**src/rtl/sitrd_pkg.sv**
```systemverilog
// Shared types, constants and helpers for the signed integer to radix text unit.
// No dependencies; every other file in rtl imports this package.
`default_nettype none

package sitrd_pkg;

   // fixed field and register widths
   localparam int NUMBER_W       = 32;
   localparam int CHAR_W         = 7;
   localparam int BYTE_W         = 8;
   localparam int COUNT_W        = 6;
   localparam int CSR_INDEX_W    = 3;
   localparam int CSR_DATA_W     = 64;
   localparam int TABLE_BYTES    = 32;
   localparam int TABLE_PTR_W    = 5;
   localparam int BYTES_PER_WORD = CSR_DATA_W / BYTE_W;
   localparam int TABLE_WORDS    = TABLE_BYTES / BYTES_PER_WORD;

   // parameter defaults
   localparam int DEFAULT_MAX_BASE    = 32;
   localparam int DEFAULT_NUMBER_BITS = 32;

   // register indexes
   localparam logic [CSR_INDEX_W-1:0] CSR_DIGIT_COUNT  = 3'd0;
   localparam logic [CSR_INDEX_W-1:0] CSR_DIGITS_FIRST = 3'd1;

   localparam logic [COUNT_W-1:0] MIN_COUNT = 6'd2;

   // character codes
   localparam logic [BYTE_W-1:0] CH_PLUS    = 8'h2B;
   localparam logic [BYTE_W-1:0] CH_MINUS   = 8'h2D;
   localparam logic [BYTE_W-1:0] CH_PERCENT = 8'h25;
   localparam logic [BYTE_W-1:0] CH_SLASH   = 8'h2F;
   localparam logic [BYTE_W-1:0] CH_STAR    = 8'h2A;
   localparam logic [BYTE_W-1:0] CH_EQUALS  = 8'h3D;
   localparam logic [BYTE_W-1:0] CH_COMMA   = 8'h2C;
   localparam logic [BYTE_W-1:0] CH_DOT     = 8'h2E;
   localparam logic [BYTE_W-1:0] PRINT_LO   = 8'd33;
   localparam logic [BYTE_W-1:0] PRINT_HI   = 8'd126;

   typedef logic [TABLE_BYTES-1:0][BYTE_W-1:0] digit_table_type;

   typedef struct packed {
      logic busy;
      logic ok;
   } chk_status_type;

   typedef enum logic [2:0] {
      ST_IDLE,
      ST_RUN,
      ST_SIGN,
      ST_DIGITS,
      ST_ERROR
   } conv_state_type;

   // printable and not an operator or separator
   function automatic logic char_allowed(input logic [BYTE_W-1:0] c);
      logic printable;
      logic reserved;
      printable = c inside {[PRINT_LO:PRINT_HI]};
      reserved  = c inside {CH_PLUS, CH_MINUS, CH_PERCENT, CH_SLASH,
                            CH_STAR, CH_EQUALS, CH_COMMA, CH_DOT};
      return printable && !reserved;
   endfunction

endpackage

`default_nettype wire

```
**src/rtl/sitrd_table_check.sv**
```systemverilog
// Digit table checker: scans a shifted copy of the table one digit per cycle.
// Depends on sitrd_pkg.
`default_nettype none

module sitrd_table_check #(
   parameter int MAX_BASE = sitrd_pkg::DEFAULT_MAX_BASE
) (
   input  wire logic                             clock,
   input  wire logic                             reset,
   input  wire logic                             cfg_written,
   input  wire sitrd_pkg::digit_table_type       digit_table,
   input  wire logic [sitrd_pkg::COUNT_W-1:0]    digit_count,
   output sitrd_pkg::chk_status_type             status
);
   import sitrd_pkg::*;

   localparam logic [COUNT_W-1:0] MAX_COUNT = COUNT_W'(MAX_BASE);

   logic                   start_ff;
   digit_table_type        shift_ff, shift_in;
   logic [TABLE_BYTES-1:0] mask_ff, mask_in;
   logic                   ok_ff, ok_in;
   logic                   dup;
   logic                   head_bad;

   // head digit against every later digit still inside the count
   always_comb begin
      dup = 1'b0;
      for (int p = 1; p < TABLE_BYTES; p++) begin
         if (mask_ff[p] && (shift_ff[p] == shift_ff[0])) begin
            dup = 1'b1;
         end
      end
   end

   assign head_bad = mask_ff[0] && (!char_allowed(shift_ff[0]) || dup);

   always_comb begin
      if (start_ff) begin
         shift_in = digit_table;
         for (int j = 0; j < TABLE_BYTES; j++) begin
            mask_in[j] = COUNT_W'(j) < digit_count;
         end
         ok_in = (digit_count >= MIN_COUNT) && (digit_count <= MAX_COUNT);
      end else begin
         shift_in = digit_table_type'(shift_ff >> BYTE_W);
         mask_in  = mask_ff >> 1;
         ok_in    = ok_ff && !head_bad;
      end
   end

   always_ff @(posedge clock) begin
      if (reset) begin
         start_ff <= 1'b0;
         mask_ff  <= '0;
         ok_ff    <= 1'b0;
      end else begin
         start_ff <= cfg_written;
         mask_ff  <= mask_in;
         ok_ff    <= ok_in;
      end
   end

   always_ff @(posedge clock) begin
      shift_ff <= shift_in;
   end

   assign status.busy = start_ff | (|mask_ff);
   assign status.ok   = ok_ff;

endmodule

`default_nettype wire

```
**src/rtl/sitrd_digit_array.sv**
```systemverilog
// Systolic radix converter: magnitude bits enter MSB first, each lane doubles its
// digit mod radix and passes the carry, registered, to the next lane. Uses sitrd_pkg.
`default_nettype none

module sitrd_digit_array #(
   parameter int NUMBER_BITS = sitrd_pkg::DEFAULT_NUMBER_BITS,
   parameter int MAX_BASE    = sitrd_pkg::DEFAULT_MAX_BASE,
   localparam int LANES      = NUMBER_BITS,
   localparam int DIGIT_W    = $clog2(MAX_BASE),
   localparam int LANE_W     = $clog2(LANES)
) (
   input  wire logic                   clock,
   input  wire logic                   reset,
   input  wire logic                   start,
   input  wire logic [NUMBER_BITS-1:0] magnitude,
   input  wire logic [DIGIT_W:0]       radix,
   output logic                        busy,
   input  wire logic [LANE_W-1:0]      rd_lane,
   output logic [DIGIT_W-1:0]          rd_digit,
   output logic [LANE_W-1:0]           top_lane
);
   import sitrd_pkg::*;

   localparam int CNT_W = $clog2(NUMBER_BITS + 1);

   logic [NUMBER_BITS-1:0]             mag_ff, mag_in;
   logic [CNT_W-1:0]                   bits_left_ff, bits_left_in;
   logic [LANES-1:0]                   lane_v_ff;
   logic [LANES-2:0]                   lane_c_ff, carry_out;
   logic [LANES-1:0][DIGIT_W-1:0]      digit_ff, digit_in;
   logic [LANES-1:0][DIGIT_W:0]        lane_sum;
   logic [LANES-1:0]                   in_v, in_c;
   logic                               feeding;

   assign feeding = bits_left_ff != '0;
   assign in_v    = {lane_v_ff[LANES-2:0], feeding};
   assign in_c    = {lane_c_ff, mag_ff[NUMBER_BITS-1]};

   always_comb begin
      for (int k = 0; k < LANES; k++) begin
         lane_sum[k] = {digit_ff[k], in_c[k]};
      end
      for (int k = 0; k < LANES - 1; k++) begin
         carry_out[k] = lane_sum[k] >= radix;
      end
      for (int k = 0; k < LANES; k++) begin
         if (start) begin
            digit_in[k] = '0;
         end else if (!in_v[k]) begin
            digit_in[k] = digit_ff[k];
         end else if (lane_sum[k] >= radix) begin
            digit_in[k] = DIGIT_W'(lane_sum[k] - radix);
         end else begin
            digit_in[k] = lane_sum[k][DIGIT_W-1:0];
         end
      end
   end

   always_comb begin
      if (start) begin
         mag_in       = magnitude;
         bits_left_in = CNT_W'(NUMBER_BITS);
      end else if (feeding) begin
         mag_in       = mag_ff << 1;
         bits_left_in = bits_left_ff - 1'b1;
      end else begin
         mag_in       = mag_ff;
         bits_left_in = bits_left_ff;
      end
   end

   always_ff @(posedge clock) begin
      if (reset) begin
         bits_left_ff <= '0;
         lane_v_ff    <= '0;
      end else begin
         bits_left_ff <= bits_left_in;
         lane_v_ff    <= start ? '0 : in_v;
      end
   end

   always_ff @(posedge clock) begin
      mag_ff    <= mag_in;
      digit_ff  <= digit_in;
      lane_c_ff <= carry_out;
   end

   assign busy = feeding | (|lane_v_ff);

   // most significant non-zero lane, lane 0 when the value is zero
   always_comb begin
      top_lane = '0;
      for (int k = 0; k < LANES; k++) begin
         if (digit_ff[k] != '0) begin
            top_lane = LANE_W'(k);
         end
      end
   end

   assign rd_digit = digit_ff[rd_lane];

endmodule

`default_nettype wire

```
**src/rtl/signed_int_to_radix_digits_unit.sv**
```systemverilog
// Signed integer to radix text unit, top level.
// Instantiates sitrd_table_check and sitrd_digit_array; uses sitrd_pkg.
//
// Use:
//  - req_ channel takes one signed word (req_number); only its low NUMBER_BITS
//    bits count, read as two's complement.
//  - rsp_ channel gives one ASCII character per word, most significant digit
//    first, a leading '-' for negatives; rsp_is_last marks the final one.
//  - csr_ port writes the digit count (index 0) and the 32-byte digit table
//    (indexes 1 to 4, eight digits each). Unknown indexes are ignored.
//  - Each write starts a table scan (one digit a cycle); req_stall stays high
//    until it ends. A bad table turns every request into one word with
//    rsp_table_invalid set, a zero character and rsp_is_last.
//  - Conversion: the magnitude is shifted into a row of NUMBER_BITS digit
//    lanes, one bit a cycle, carries passing lane to lane through registers.
//    Once the digits settle, one character leaves per cycle while rsp_stall
//    is low. One request is in flight at a time.
//  - The output register frees the converter: a new request is taken while
//    the last character still waits. A stalled rsp_ word holds; the output
//    sequencer simply pauses until rsp_stall drops.
//  - Reset clears the configuration and control registers; the table then counts as invalid.
`default_nettype none

module signed_int_to_radix_digits_unit #(
   parameter int MAX_BASE    = sitrd_pkg::DEFAULT_MAX_BASE,
   parameter int NUMBER_BITS = sitrd_pkg::DEFAULT_NUMBER_BITS
) (
   input  wire logic                                 clock,
   input  wire logic                                 reset,
   // request channel
   input  wire logic                                 req_valid,
   output logic                                      req_stall,
   input  wire logic signed [sitrd_pkg::NUMBER_W-1:0] req_number,
   // result channel
   output logic                                      rsp_valid,
   input  wire logic                                 rsp_stall,
   output logic [sitrd_pkg::CHAR_W-1:0]              rsp_character,
   output logic                                      rsp_is_last,
   output logic                                      rsp_table_invalid,
   // configuration port
   input  wire logic                                 csr_write,
   input  wire logic [sitrd_pkg::CSR_INDEX_W-1:0]    csr_index,
   input  wire logic [sitrd_pkg::CSR_DATA_W-1:0]     csr_data
);
   import sitrd_pkg::*;

   localparam int DIGIT_W = $clog2(MAX_BASE);
   localparam int LANE_W  = $clog2(NUMBER_BITS);

   // configuration registers
   logic [COUNT_W-1:0] digit_count_ff;
   digit_table_type    digit_table_ff;

   always_ff @(posedge clock) begin
      if (reset) begin
         digit_count_ff <= '0;
         digit_table_ff <= '0;
      end else if (csr_write) begin
         if (csr_index == CSR_DIGIT_COUNT) begin
            digit_count_ff <= csr_data[COUNT_W-1:0];
         end
         for (int w = 0; w < TABLE_WORDS; w++) begin
            if (csr_index == CSR_DIGITS_FIRST + CSR_INDEX_W'(w)) begin
               digit_table_ff[w*BYTES_PER_WORD +: BYTES_PER_WORD] <= csr_data;
            end
         end
      end
   end

   // table scan, restarted by every write
   chk_status_type chk_status;

   sitrd_table_check #(
      .MAX_BASE (MAX_BASE)
   ) u_check (
      .clock       (clock),
      .reset       (reset),
      .cfg_written (csr_write),
      .digit_table (digit_table_ff),
      .digit_count (digit_count_ff),
      .status      (chk_status)
   );

   // request side
   conv_state_type         state_ff, state_in;
   logic                   accept;
   logic [NUMBER_BITS-1:0] raw;
   logic [NUMBER_BITS-1:0] magnitude;
   logic                   negative_ff;

   assign req_stall = !((state_ff == ST_IDLE) && !chk_status.busy);
   assign accept    = req_valid && !req_stall;
   assign raw       = req_number[NUMBER_BITS-1:0];
   // most negative value maps onto itself, which is right read unsigned
   assign magnitude = raw[NUMBER_BITS-1] ? (~raw + 1'b1) : raw;

   always_ff @(posedge clock) begin
      if (accept) begin
         negative_ff <= raw[NUMBER_BITS-1];
      end
   end

   // digit lanes
   logic                arr_busy;
   logic [LANE_W-1:0]   ptr_ff, ptr_in;
   logic [DIGIT_W-1:0]  rd_digit;
   logic [LANE_W-1:0]   top_lane;

   sitrd_digit_array #(
      .NUMBER_BITS (NUMBER_BITS),
      .MAX_BASE    (MAX_BASE)
   ) u_array (
      .clock     (clock),
      .reset     (reset),
      .start     (accept && chk_status.ok),
      .magnitude (magnitude),
      .radix     (digit_count_ff[DIGIT_W:0]),
      .busy      (arr_busy),
      .rd_lane   (ptr_ff),
      .rd_digit  (rd_digit),
      .top_lane  (top_lane)
   );

   // output register
   logic              rsp_valid_ff;
   logic [CHAR_W-1:0] rsp_character_ff;
   logic              rsp_is_last_ff;
   logic              rsp_table_invalid_ff;
   logic              out_free;
   logic              out_load;
   logic [CHAR_W-1:0] out_char;
   logic              out_last;
   logic              out_bad;

   assign out_free = !rsp_valid_ff || !rsp_stall;

   // next state
   always_comb begin
      state_in = state_ff;
      case (state_ff)
         ST_IDLE: begin
            if (accept) begin
               state_in = chk_status.ok ? ST_RUN : ST_ERROR;
            end
         end
         ST_RUN: begin
            if (!arr_busy) begin
               state_in = negative_ff ? ST_SIGN : ST_DIGITS;
            end
         end
         ST_SIGN: begin
            if (out_free) begin
               state_in = ST_DIGITS;
            end
         end
         ST_DIGITS: begin
            if (out_free && (ptr_ff == '0)) begin
               state_in = ST_IDLE;
            end
         end
         ST_ERROR: begin
            if (out_free) begin
               state_in = ST_IDLE;
            end
         end
         default: begin
            state_in = ST_IDLE;
         end
      endcase
   end

   // outputs of the sequencer
   always_comb begin
      out_load = 1'b0;
      out_char = '0;
      out_last = 1'b0;
      out_bad  = 1'b0;
      ptr_in   = ptr_ff;
      case (state_ff)
         ST_RUN: begin
            if (!arr_busy) begin
               ptr_in = top_lane;
            end
         end
         ST_SIGN: begin
            out_load = out_free;
            out_char = CH_MINUS[CHAR_W-1:0];
         end
         ST_DIGITS: begin
            out_load = out_free;
            out_char = digit_table_ff[TABLE_PTR_W'(rd_digit)][CHAR_W-1:0];
            out_last = ptr_ff == '0;
            if (out_free && (ptr_ff != '0)) begin
               ptr_in = ptr_ff - 1'b1;
            end
         end
         ST_ERROR: begin
            out_load = out_free;
            out_last = 1'b1;
            out_bad  = 1'b1;
         end
         default: begin
            out_load = 1'b0;
         end
      endcase
   end

   always_ff @(posedge clock) begin
      if (reset) begin
         state_ff     <= ST_IDLE;
         rsp_valid_ff <= 1'b0;
      end else begin
         state_ff <= state_in;
         if (out_load) begin
            rsp_valid_ff <= 1'b1;
         end else if (!rsp_stall) begin
            rsp_valid_ff <= 1'b0;
         end
      end
   end

   always_ff @(posedge clock) begin
      ptr_ff <= ptr_in;
      if (out_load) begin
         rsp_character_ff     <= out_char;
         rsp_is_last_ff       <= out_last;
         rsp_table_invalid_ff <= out_bad;
      end
   end

   assign rsp_valid         = rsp_valid_ff;
   assign rsp_character     = rsp_character_ff;
   assign rsp_is_last       = rsp_is_last_ff;
   assign rsp_table_invalid = rsp_table_invalid_ff;

endmodule

`default_nettype wire
```
**config.mk**
```make
export PLATFORM = sky130hd
export DESIGN_NAME = signed_int_to_radix_digits_unit
export DESIGN_NICKNAME = d
export VERILOG_FILES = /design/src/rtl/sitrd_pkg.sv /design/src/rtl/sitrd_table_check.sv /design/src/rtl/sitrd_digit_array.sv /design/src/rtl/signed_int_to_radix_digits_unit.sv
export SDC_FILE = /design/constraint.sdc
export NUM_CORES = 2
export LEC_CHECK = 0
export CORE_UTILIZATION = 50
export CTS_CLUSTER_DIAMETER = 30
export DETAILED_ROUTE_END_ITERATION = 10
export DONT_BUFFER_PORTS = 1
export GPL_ROUTABILITY_DRIVEN = 0
export PLACE_DENSITY = 0.62
export SYNTH_ARGS = -nofsm -noshare
export SYNTH_HDL_FRONTEND = slang
export SYNTH_SLANG_ARGS = --single-unit
```
**constraint.sdc**
```tcl
create_clock -name clock -period 5.8 [get_ports clock]
set_input_delay 1.16 -clock clock [delete_from_list [all_inputs] [get_ports clock]]
set_output_delay 1.16 -clock clock [all_outputs]
set_load 0.1 [all_outputs]
```
==> out/metrics.csv <==
stage,metric,value,unit
power_and_ir_drop,p_leak,21.2,nW
sta,hold_violations,0,
place,dpl_cell_area,0.0438,mm2
route,ant_nets,0,
synthesis,synth_top_family_by_area,simple AND/OR/NAND/NOR gates,
worst_setup_path,critPathKind,flop to flop,
floorplan,fp-row-count,107,
clocking,clock_latency,800,ps
worst_setup_path,crit_family,simple AND/OR/NAND/NOR gates,
sta,tightest_slew,1270,ps
global_routing,grt_start_max_net_pins,305,
synthesis,synth_compound_area_share,13.0,%
route,firstDrtPassIters,7,
sta,fin_setup_tns,0,ps
clocking,post_cts_buffers,0,
floorplan,die_x,295,um
clocking,cts_tree,done,
finish,drive_gt1_share,14.8,%
synthesis,yosys_warnings,0,
synthesis,synth-xor-area-share,7.31,%
worst_setup_path,critPathRequiredTime,6450,ps
power_and_ir_drop,p_per_area,417,mW/mm2
synthesis,syn_area,0.0430,mm2
synthesis,yosys.area_share.simple,14.6,%
clocking,cts_hold_buffers,0,
synthesis,dominantRegCellSynth,dfxtp_1,
place,portBuffers,0,
sta,setup_viol,0,
finish,fillers,7442,
status,status,finished clean,
worst_setup_path,critPathArrivalTime,4830,ps
worst_setup_path,crit_buf_inv,1,
floorplan,chipHeight,295,um
clocking,htreeDepth,4,
clocking,clkTransAtPathRegs,50,ps
place,dp_hpwl,98.1,mm
global_routing,antenna_found_initial,0,
sta,drv_slew,0,
route,wl_per_cell,23.9,um
worst_setup_path,regToRegSetupSlack,1620,ps
route,drt-initial-drc-count,3020,
worst_setup_path,startpoint_type,flop,
synthesis,synth_edf_count,47,
synthesis,ys_ff_latch,832,
sta,fmaxAchievable,239,MHz
floorplan,start_util,50.5,%
global_routing,grt_pass1_vias,33300,
synthesis,async_flop_share,0,%
global_routing,overflow,0,
floorplan,die-area,0.0872,mm2
finish,syn2layout_area_growth,17.2,%
synthesis,synth_top_area_share,36.5,%
worst_setup_path,critPathSlowestCell,nor4_1,
synthesis,yosysSeqAreaShare,39.8,%
min_path,min_path_type,flop to flop,
job,drv_cap,0,
worst_setup_path,critPathMaxStageDelay,1040,ps
sta,period_share,72.1,%
global_routing,grt_usage,32.3,%
clocking,clockRootBuffer,clkbuf_16,
synthesis,muxShareOfSynthArea,14.1,%
sta,final.min_clock_period,4180,ps
synthesis,synth_nets,5077,
worst_setup_path,cp_common_cell,nand3_1,
floorplan,io_pins,115,
synthesis,yosysTopAreaCell,dfxtp_1,
finish,final_cell_area,0.0504,mm2
sta,hold_slack,449,ps
sta,relSlewSlack,14.2,%
worst_setup_path,endpoint_kind,flop,
clocking,cts_max_path_buffers,3,
synthesis,avgSynthCellArea,9.06,um2
finish,fin_nets,5026,
sta,skew,55.0,ps
global_routing,grt_pass1_wl,211,mm
synthesis,synthTopCellsByArea,"dfxtp_1 37%, mux2_2 7.7%, a21oi_1 6.0%",
worst_setup_path,critical_path.cell_chain,"buf_4, xor2_1, nor4_1, nand3_1, nor4_1, a31oi_1, nand3_1, o41ai_1, nand3_1, a21oi_1",
sta,rsz0062_at_grt,no,
clocking,cts_resized,0,
worst_setup_path,crit_fanout,17,
floorplan,core,0.0851,mm2
power_and_ir_drop,irDropWorstVdd,313,uV
clocking,cts_buffers,187,
route,routed_wirelength,143,mm
synthesis,synth_cells,4745,
route,vias,34800,
route,drt_drc_violations_left,0,
clocking,cts_num_sinks,832,
synthesis,ys_types,62,
synthesis,synth-adder-area-share,7.19,%
route,avgViaCountPerCell,5.81,
[routing by layer]
layer	wire (um)	share of wire, %	track usage [%]	vias up
met3	13000	9.1	8.72	334
met5	0	0	0	-
li1	-	-	-	16500
met1	59300	41	41.3	16600
met2	64100	45	50.2	1304
met4	6850	4.8	16.4	0
[synth_stat cells, types with 14 or more instances]
cell and n:
buf_2 18, buf_1 30, nor2b_1 44, a211oi_1 122
fa_1 32, nand2_1 651, or4_1 21, ha_1 196
a21boi_0 14, nor4_1 75, mux2_2 295, o21a_1 14
a221o_1 18, a21oi_1 518, o211ai_1 15, xnor2_1 85
mux2i_1 195, a21o_1 47, and4_1 20, nor3_1 60
nand4_1 29, nand2b_1 36, clkbuf_1 228, xor2_1 274
edfxtp_1 47, nand3_1 29, mux4_2 36, dfxtp_1 785
o21ai_0 119, and2_1 43, inv_1 161, nor2_1 378
[cell type report]
| type | count | area, um2 | area share (%) |
|---|---|---|---|
| multi-input cells | 3475 | 24300 | 48.1 |
| flip-flops and latches | 832 | 17100 | 34.0 |
| clock buffers | 258 | 5380 | 10.7 |
| well taps | 1144 | 1430 | 2.84 |
| clock inverters | 90 | 1230 | 2.44 |
| inverters | 162 | 608 | 1.21 |
| repair buffers | 36 | 345 | 0.685 |
| diodes | 1 | 2.50 | 0.00497 |
[final timing paths]
check | startpoint | to | cells after the start
hold / removal | digit_table_ff[255] | digit_table_ff[255] | 2
hold reg to reg | digit_table_ff[255] | digit_table_ff[255] | 2
setup / recovery | u_check.shift_ff[7] | u_check.ok_ff | 10
setup reg to reg | u_check.shift_ff[7] | u_check.ok_ff | 10
[where the power goes]
part           leakage, nW  internal (mW)  switching [mW]
clock network         3.20           7.22            3.59
logic                 11.1           1.40            1.89
registers             6.86           6.36           0.569
total                 21.2           15.0            6.05
[placed cells by master, fill, tap and decap left out, types with 156 or more instances in the layout]
cell       count
dfxtp_1      774
mux2i_1      195
inv_1        156
nand2_1      651
a21oi_1      518
ha_1         196
mux2_2       295
clkbuf_16    190
xor2_1       274
nor2_1       376
[per-stage QoR]
step / util (%) / cells / worst slack [ps] / total power [mW]
6_report: 59.2 / 5998 / 1620 / 21.0
2_1_floorplan: - / 4745 / 1440 / 9.35
3_5_place_dp: 51.4 / 5649 / 1420 / 10.2
5_1_grt: 59.2 / 5997 / 1370 / 21.9
3_3_place_gp: 51.4 / 5649 / 1500 / 10.2
4_1_cts: 59.2 / 5997 / 1770 / 21.1
[kinds of logic after synthesis]
| group | count (synthesis) |
|---|---|
| and+or+nand+nor | 1415 |
| xor gates and xnor gates | 359 |
| DFF | 832 |
| adders and majority gates | 228 |
| buffers and inverters | 438 |
| AOI/OAI and AO/OA | 947 |
| muxes | 526 |
[state kept, by name, indices dropped and copies added, names as in the netlist, 7 cells and up]
name / count
digit_table_ff: 256
u_array.digit_ff: 160
u_array.lane_v_ff: 32
u_check.shift_ff: 256
u_array.mag_ff: 32
u_array.lane_c_ff: 31
rsp_character: 7
u_check.mask_ff: 32
[worst register-to-register path, delay by kind of cell (launching register included)]
| kind | cells | cell delay [ps] |
|---|---|---|
| AND/OR/NAND/NOR | 5 | 2460 |
| AO/OA/AOI/OAI | 3 | 390 |
| buffers and inverters | 1 | 370 |
| flip-flops | 1 | 590 |
| XOR/XNOR | 1 | 250 |
No activity file was read; power rests on OpenSTA's default activity.
